**src/rtl/cmfs_pkg.sv**
```systemverilog
`timescale 1ns / 1ps

package cmfs_pkg;

  // Component and coordinate widths
  localparam int COMP_WIDTH  = 16;
  localparam int COORD_WIDTH = 16;

  // Width of divider numerator, denominator and remainder (holds 2 * max magnitude)
  localparam int DIV_WIDTH = COMP_WIDTH + 1;

  // Request to result: three front stages, one stage per quotient bit, output register
  localparam int LATENCY = COORD_WIDTH + 4;

  // Face codes
  localparam logic [2:0] FACE_POS_X = 3'd0;
  localparam logic [2:0] FACE_NEG_X = 3'd1;
  localparam logic [2:0] FACE_POS_Y = 3'd2;
  localparam logic [2:0] FACE_NEG_Y = 3'd3;
  localparam logic [2:0] FACE_POS_Z = 3'd4;
  localparam logic [2:0] FACE_NEG_Z = 3'd5;

  // Payload of one divider stage; both coordinates share the denominator
  typedef struct packed {
    logic [2:0]             face;
    logic                   zero;
    logic                   sat_u;
    logic                   sat_v;
    logic [DIV_WIDTH-1:0]   den;
    logic [DIV_WIDTH-1:0]   rem_u;
    logic [DIV_WIDTH-1:0]   rem_v;
    logic [COORD_WIDTH-1:0] quot_u;
    logic [COORD_WIDTH-1:0] quot_v;
  } div_stage_t;

endpackage

```
**src/rtl/cube_map_face_select.sv**
```systemverilog
`timescale 1ns / 1ps

// Cube map face select.
// Input channel: a request (in_dir_x, in_dir_y, in_dir_z, signed fixed point)
// is taken at a rising edge where start is high and busy is low. busy stays
// low, so a new request may be issued every clock cycle.
// Result channel: out_valid is high for exactly one cycle with out_face,
// out_coord_u, out_coord_v and out_zero_vector; the receiver takes it at the
// edge that ends that cycle and cannot hold it off.
// Throughput: one request per clock. Three front stages take the magnitudes,
// pick the face and form numerator and denominator; the restoring divider
// then resolves one quotient bit of u and v per pipeline stage, and an output
// register presents the result.
// Coordinates are floor((s + ma) * 2^COORD_WIDTH / (2 * ma)), with an exact
// 1.0 saturated to all ones. An all-zero vector reports face -Z, u = v = 0
// and raises out_zero_vector.
// Reset (rst_n low, synchronous) clears all stage valid bits, so requests in
// flight are dropped and no result appears until new requests arrive.
module cube_map_face_select (
  input  logic                                 clk,
  input  logic                                 rst_n,
  input  logic                                 start,
  output logic                                 busy,
  input  logic signed [cmfs_pkg::COMP_WIDTH-1:0] in_dir_x,
  input  logic signed [cmfs_pkg::COMP_WIDTH-1:0] in_dir_y,
  input  logic signed [cmfs_pkg::COMP_WIDTH-1:0] in_dir_z,
  output logic                                 out_valid,
  output logic [2:0]                           out_face,
  output logic [cmfs_pkg::COORD_WIDTH-1:0]     out_coord_u,
  output logic [cmfs_pkg::COORD_WIDTH-1:0]     out_coord_v,
  output logic                                 out_zero_vector
);

  localparam int CW = cmfs_pkg::COMP_WIDTH;
  localparam int QW = cmfs_pkg::COORD_WIDTH;
  localparam int DW = cmfs_pkg::DIV_WIDTH;

  // Pipeline never stalls
  assign busy = 1'b0;

  // ---------------------------------------------------------------------------
  // Stage 1: magnitudes and signs
  // ---------------------------------------------------------------------------
  logic                 s1_valid_r;
  logic signed [CW-1:0] s1_x_r, s1_y_r, s1_z_r;
  logic [CW-1:0]        s1_ax_r, s1_ay_r, s1_az_r;
  logic                 s1_px_r, s1_py_r, s1_pz_r;

  always_ff @(posedge clk) begin
    if (!rst_n) begin
      s1_valid_r <= 1'b0;
    end else begin
      s1_valid_r <= start & ~busy;
    end
  end

  always_ff @(posedge clk) begin
    s1_x_r  <= in_dir_x;
    s1_y_r  <= in_dir_y;
    s1_z_r  <= in_dir_z;
    s1_ax_r <= in_dir_x[CW-1] ? (~in_dir_x + 1'b1) : in_dir_x;
    s1_ay_r <= in_dir_y[CW-1] ? (~in_dir_y + 1'b1) : in_dir_y;
    s1_az_r <= in_dir_z[CW-1] ? (~in_dir_z + 1'b1) : in_dir_z;
    s1_px_r <= ~in_dir_x[CW-1] & (|in_dir_x);
    s1_py_r <= ~in_dir_y[CW-1] & (|in_dir_y);
    s1_pz_r <= ~in_dir_z[CW-1] & (|in_dir_z);
  end

  // ---------------------------------------------------------------------------
  // Stage 2: pick the major axis, face and signed s, t
  // ---------------------------------------------------------------------------
  logic                 s2_valid_r;
  logic [2:0]           s2_face_r,  s2_face_nxt;
  logic [CW-1:0]        s2_ma_r,    s2_ma_nxt;
  logic signed [DW-1:0] s2_s_r,     s2_s_nxt;
  logic signed [DW-1:0] s2_t_r,     s2_t_nxt;

  logic signed [DW-1:0] ext_x, ext_y, ext_z;

  always_comb begin
    ext_x = {s1_x_r[CW-1], s1_x_r};
    ext_y = {s1_y_r[CW-1], s1_y_r};
    ext_z = {s1_z_r[CW-1], s1_z_r};
    // Strict compares: ties fall to Y, then to Z
    if ((s1_ax_r > s1_ay_r) && (s1_ax_r > s1_az_r)) begin
      s2_ma_nxt = s1_ax_r;
      s2_t_nxt  = ext_y;
      if (s1_px_r) begin
        s2_face_nxt = cmfs_pkg::FACE_POS_X;
        s2_s_nxt    = ext_z;
      end else begin
        s2_face_nxt = cmfs_pkg::FACE_NEG_X;
        s2_s_nxt    = -ext_z;
      end
    end else if (s1_ay_r > s1_az_r) begin
      s2_ma_nxt = s1_ay_r;
      s2_s_nxt  = ext_x;
      if (s1_py_r) begin
        s2_face_nxt = cmfs_pkg::FACE_POS_Y;
        s2_t_nxt    = ext_z;
      end else begin
        s2_face_nxt = cmfs_pkg::FACE_NEG_Y;
        s2_t_nxt    = -ext_z;
      end
    end else begin
      s2_ma_nxt = s1_az_r;
      s2_t_nxt  = ext_y;
      if (s1_pz_r) begin
        s2_face_nxt = cmfs_pkg::FACE_POS_Z;
        s2_s_nxt    = -ext_x;
      end else begin
        s2_face_nxt = cmfs_pkg::FACE_NEG_Z;
        s2_s_nxt    = ext_x;
      end
    end
  end

  always_ff @(posedge clk) begin
    if (!rst_n) begin
      s2_valid_r <= 1'b0;
    end else begin
      s2_valid_r <= s1_valid_r;
    end
  end

  always_ff @(posedge clk) begin
    s2_face_r <= s2_face_nxt;
    s2_ma_r   <= s2_ma_nxt;
    s2_s_r    <= s2_s_nxt;
    s2_t_r    <= s2_t_nxt;
  end

  // ---------------------------------------------------------------------------
  // Stage 3: numerators s + ma, t + ma and denominator 2 * ma
  // ---------------------------------------------------------------------------
  cmfs_pkg::div_stage_t div_r [0:QW];
  logic [QW:0]          div_valid_r;

  // s + ma lies in [0, 2 * ma], so the low DW bits hold it exactly
  logic [DW-1:0]        sum_u, sum_v;
  logic [DW-1:0]        den_nxt;
  cmfs_pkg::div_stage_t div0_nxt;

  always_comb begin
    sum_u   = s2_s_r + {1'b0, s2_ma_r};
    sum_v   = s2_t_r + {1'b0, s2_ma_r};
    den_nxt = {s2_ma_r, 1'b0};
    div0_nxt.face   = s2_face_r;
    div0_nxt.zero   = (s2_ma_r == '0);
    div0_nxt.den    = den_nxt;
    div0_nxt.rem_u  = sum_u[DW-1:0];
    div0_nxt.rem_v  = sum_v[DW-1:0];
    div0_nxt.sat_u  = (sum_u[DW-1:0] == den_nxt);
    div0_nxt.sat_v  = (sum_v[DW-1:0] == den_nxt);
    div0_nxt.quot_u = '0;
    div0_nxt.quot_v = '0;
  end

  always_ff @(posedge clk) begin
    div_r[0] <= div0_nxt;
  end

  // ---------------------------------------------------------------------------
  // Divider: one restoring step per stage, MSB of the quotient first
  // ---------------------------------------------------------------------------
  always_ff @(posedge clk) begin
    if (!rst_n) begin
      div_valid_r <= '0;
    end else begin
      div_valid_r <= {div_valid_r[QW-1:0], s2_valid_r};
    end
  end

  for (genvar k = 1; k <= QW; k++) begin : g_div
    logic [DW:0]          dbl_u, dbl_v;
    logic                 ge_u, ge_v;
    logic [DW:0]          sub_u, sub_v;
    cmfs_pkg::div_stage_t step_nxt;

    always_comb begin
      dbl_u = {div_r[k-1].rem_u, 1'b0};
      dbl_v = {div_r[k-1].rem_v, 1'b0};
      ge_u  = (dbl_u >= {1'b0, div_r[k-1].den});
      ge_v  = (dbl_v >= {1'b0, div_r[k-1].den});
      sub_u = dbl_u - {1'b0, div_r[k-1].den};
      sub_v = dbl_v - {1'b0, div_r[k-1].den};
      step_nxt        = div_r[k-1];
      step_nxt.rem_u  = ge_u ? sub_u[DW-1:0] : dbl_u[DW-1:0];
      step_nxt.rem_v  = ge_v ? sub_v[DW-1:0] : dbl_v[DW-1:0];
      step_nxt.quot_u = {div_r[k-1].quot_u[QW-2:0], ge_u};
      step_nxt.quot_v = {div_r[k-1].quot_v[QW-2:0], ge_v};
    end

    always_ff @(posedge clk) begin
      div_r[k] <= step_nxt;
    end
  end

  // ---------------------------------------------------------------------------
  // Output register: saturate 1.0, clear coordinates for a zero vector
  // ---------------------------------------------------------------------------
  logic [QW-1:0] coord_u_nxt, coord_v_nxt;

  always_comb begin
    if (div_r[QW].zero) begin
      coord_u_nxt = '0;
      coord_v_nxt = '0;
    end else begin
      coord_u_nxt = div_r[QW].sat_u ? '1 : div_r[QW].quot_u;
      coord_v_nxt = div_r[QW].sat_v ? '1 : div_r[QW].quot_v;
    end
  end

  always_ff @(posedge clk) begin
    if (!rst_n) begin
      out_valid <= 1'b0;
    end else begin
      out_valid <= div_valid_r[QW];
    end
  end

  always_ff @(posedge clk) begin
    out_face        <= div_r[QW].face;
    out_coord_u     <= coord_u_nxt;
    out_coord_v     <= coord_v_nxt;
    out_zero_vector <= div_r[QW].zero;
  end

endmodule

```
**config.mk**
```make
export PLATFORM = sky130hd
export DESIGN_NAME = cube_map_face_select
export DESIGN_NICKNAME = d
export VERILOG_FILES = /design/src/rtl/cmfs_pkg.sv /design/src/rtl/cube_map_face_select.sv
export SDC_FILE = /design/constraint.sdc
export NUM_CORES = 2
export LEC_CHECK = 0
export ABC_AREA = 0
export BUFFER_PORTS_ARGS = -buffer_cell sky130_fd_sc_hd__buf_2
export CELL_PAD_IN_SITES_DETAIL_PLACEMENT = 1
export CELL_PAD_IN_SITES_GLOBAL_PLACEMENT = 2
export CORE_AREA = 4 4 447 339
export CTS_BUF_LIST = sky130_fd_sc_hd__clkbuf_16
export DETAILED_ROUTE_END_ITERATION = 10
export DIE_AREA = 0 0 451 343
export HOLD_SLACK_MARGIN = 0.06
export PLACE_DENSITY_LB_ADDON = 0.08
export SLEW_MARGIN = 20
export SYNTH_ARGS = -nofsm -noshare
export SYNTH_HDL_FRONTEND = slang
export SYNTH_SLANG_ARGS = --single-unit
```
**constraint.sdc**
```tcl
create_clock -name clk -period 4.4 [get_ports clk]
set_input_delay 0.44 -clock clk [delete_from_list [all_inputs] [get_ports clk]]
set_output_delay 0.44 -clock clk [all_outputs]
set_load 0.01 [all_outputs]
```
==> summary.md <==
| Metric | Value |
|---|---|
| H-tree Lvls | 4 |
| CP endpoint kind | flop |
| Pin count of the biggest net entering global routing | 36 |
| Post-route ant nets | 0 |
| Max Clk Rate | roughly 260 MHz |
| Startpoint Class | flop |
| Overflow after GRT | 0 |
| Cell chain of the critical path | inv_1 > ha_1 > nor2b_1 > o21a_1 > o21ai_0 > a21oi_1 > o41ai_2 > nor3b_1 > o31a_1 > o21ai_1 > nand2_1 > mux2_2 |
| Most common cell in the netlist | dfxtp_1 |
| Syn Inst Count | 6,157 |
| First-pass GRT wire length | roughly 270,000 um |
| Vias | around 44,000 |
| Reg2reg start | div_r[0][246] |
| Wire per inst | 21.0 um |
| Core area | around 0.15 mm2 |
| Share of the synthesized area in the top cell type | a little under half |
| Share of cells above drive strength 1 | under 10% |
| CTS resizes | 0 |
| Crit-path slowest cell | dfxtp_1 |
| Critical path's largest stage delay | around 0.54 ns |
| RSZ-0062 raised after global routing | false |
| TritonCTS clock tree | done |
| Outcome | finished clean |
| Worst endpoint required time | ~5.0 ns |
| Syn-to-layout area delta | 13.3% |
| Top cell family by delay on the critical path | compound AO/OA/AOI/OAI gates |
| HP Start | div_r[0][1181] |
| Final min period | approximately 3.9 ns |
| 1st-pass router iterations | 5 |
| Synth area leaders | dfxtp_1 (45%), ha_1 (12%), xnor2_1 (4.8%) |
| CP startpoint | div_r[0][246] |
| Pins Over Slew Limit | 0 |
| Final setup fails | 0 |
| Die H | roughly 340 um |
| Fin. Hold Viols | 0 |
| Worst-case clock buffer depth | 3 |
| Worst hold path class | flop to flop |
| Number of global-route vias before repair | roughly 45,000 |
| CTS buffer count | between 100 and 150 |
| Initial Util | approximately two fifths |
| Rel. slew slack | a little under a third |
| Skew final | 0.0259 ns |
| Max cap viols | 0 |
| DRC Markers | 0 |
| Mapped Area | approximately 0.060 mm2 |
| Most used DFF post-synth | dfxtp_1 |
| CTS clk-pin slew, worst paths | 0.06 ns |
| Tot GR Track Use | between 20% and 30% |
| Kind of critical path | flop to flop |
| Least-Margin Pin Slew | 1.03 ns |
| Crit-path max FO | 15 |
| Die Width | ~450 um |
| Worst-skew pair later-pin latency | about 0.8 ns |
| DRT Wirelength | roughly 180,000 um |
| Crit path buffers/inverters | 1 |
| Commonest cells in the netlist | dfxtp_1 (1,349), ha_1 (595), nor2_1 (560) |
| Port bufs | between 80 and 90 |
| Average size of a mapped cell | approximately 9.7 um2 |
| Synth Warn # | 0 |
| Area leader, netlist | dfxtp_1 |
| Setup TNS | 0 ns |
| Hpwl dp | approximately 140,000 um |
| Number of synthesized flops with an enable pin | 0 |
| Root Buffer | clkbuf_16 |
| Synth Register Bits | ~1,300 |
| Die area | roughly 0.15 mm2 |
| DR iter-0 viols | 2,226 |
| # clock sinks | between 1,000 and 1,500 |
| Gpl congestion | 0.864 |
| Post-layout nets | about 7,100 |
| Antenna violations before repair | 10 |
| Post-synthesis sequential area ratio | about 45% |
| Vias/cell | about 5.2 |
| Final period util | between 80% and 90% |
| IO Pins | 89 |
| Synth Net Count | roughly 7,000 |
| Crit path DAT | around 4.5 ns |
| Distinct cell type count after synthesis | 73 |
| Row cnt | 122 |
| Ys async rst share | 0% |
-- logic make-up after synthesis --
kind of cell,after synthesis,synth area share (%)
XOR/XNOR,432,6.32
adder cells (fa/ha/maj),627,13.5
multiplexers,271,5.04
AND/OR/NAND/NOR,1552,12.4
other,1,0.00626
buffers and inverters,531,3.39
AO/OA/AOI/OAI,1394,14.3
flip-flops,1349,45.1
-- what timing repair did --
| item | 4_1_cts | 5_1_grt |
|---|---|---|
| endpoints found under the hold margin | 116 | 0 |
| setup buffers | 0 | 0 |
| hold buffers | 51 | 0 |
-- path summary, 6_finish.rpt --
kind              depth (start not counted)  slack, ns             end
setup reg to reg                         12       0.52   div_r[0][312]
setup / recovery                         12       0.52   div_r[0][312]
hold / removal                            0       0.31  div_r[0][1271]
hold reg to reg                           0       0.31  div_r[0][1271]
-- flip-flops by register name, indices dropped and copies added, names as in the netlist, 16 cells and up --
register and count:
s2_ma_r 16, s2_t_r 17, s1_x_r 16, out_coord_v 16
div_r 1144, s2_s_r 17, out_coord_u 16, s1_y_r 16
div_valid_r 17, s1_z_r 16
-- worst register-to-register path, delay by kind of cell (launching register included) --
kind,cells,cell delay [ns]
AOI/OAI and AO/OA,6,1.57
adders and majority gates,1,0.30
buffers and inverters,1,0.12
DFF,1,0.54
muxes,1,0.47
and+or+nand+nor,3,0.76
-- routing by layer --
layer  up-vias  global-route usage, %  wire [um]
met5         -                      0         40
met2       607                   36.6      79800
met4         6                   5.39       3480
met3       193                   3.95       6650
met1     21000                   32.0      88600
li1      22000                      -          -
-- metrics by stage --
step / hold slack, ns / cells / util [%] / setup slack (ns) / area, um2
after floorplan: 0.310 / 6157 / - / 1.26 / 59900
after global placement: 0.310 / 8183 / 42.8 / 0.628 / 62800
after detailed placement: 0.313 / 8183 / 42.8 / 0.546 / 62800
after CTS: 0.252 / 8489 / 46.2 / 0.523 / 67900
after global routing: 0.314 / 8490 / 46.2 / 0.245 / 67900
final: 0.311 / 8492 / 46.2 / 0.523 / 67900
-- area by class of cell --
type | count | area, um2
repair buffers | 181 | 1270
multi-input cells | 4277 | 30900
flip-flops and latches | 1349 | 27000
clock inverters | 112 | 972
diodes | 3 | 7.51
fillers | 16500 | 79000
inverters | 443 | 1660
clock buffers | 143 | 3580
well taps | 1984 | 2480
-- cell usage in the layout, fill, tap and decap left out, types with 71 or more instances in the layout --
master / instances
ha_1: 595
clkbuf_16: 143
o21ai_0: 353
dfxtp_1: 1349
nor3_1: 88
nand2_1: 305
inv_1: 459
mux2_2: 243
a21oi_1: 520
nand2b_1: 120
o21a_1: 71
xor2_1: 106
nand4_1: 103
a21o_1: 117
buf_2: 87
nor2_1: 555
nor2b_1: 97
xnor2_1: 326
Power is left out: the tool's default activity adds up to more than one toggle a clock period on the data nets, which glitch-free logic cannot reach.
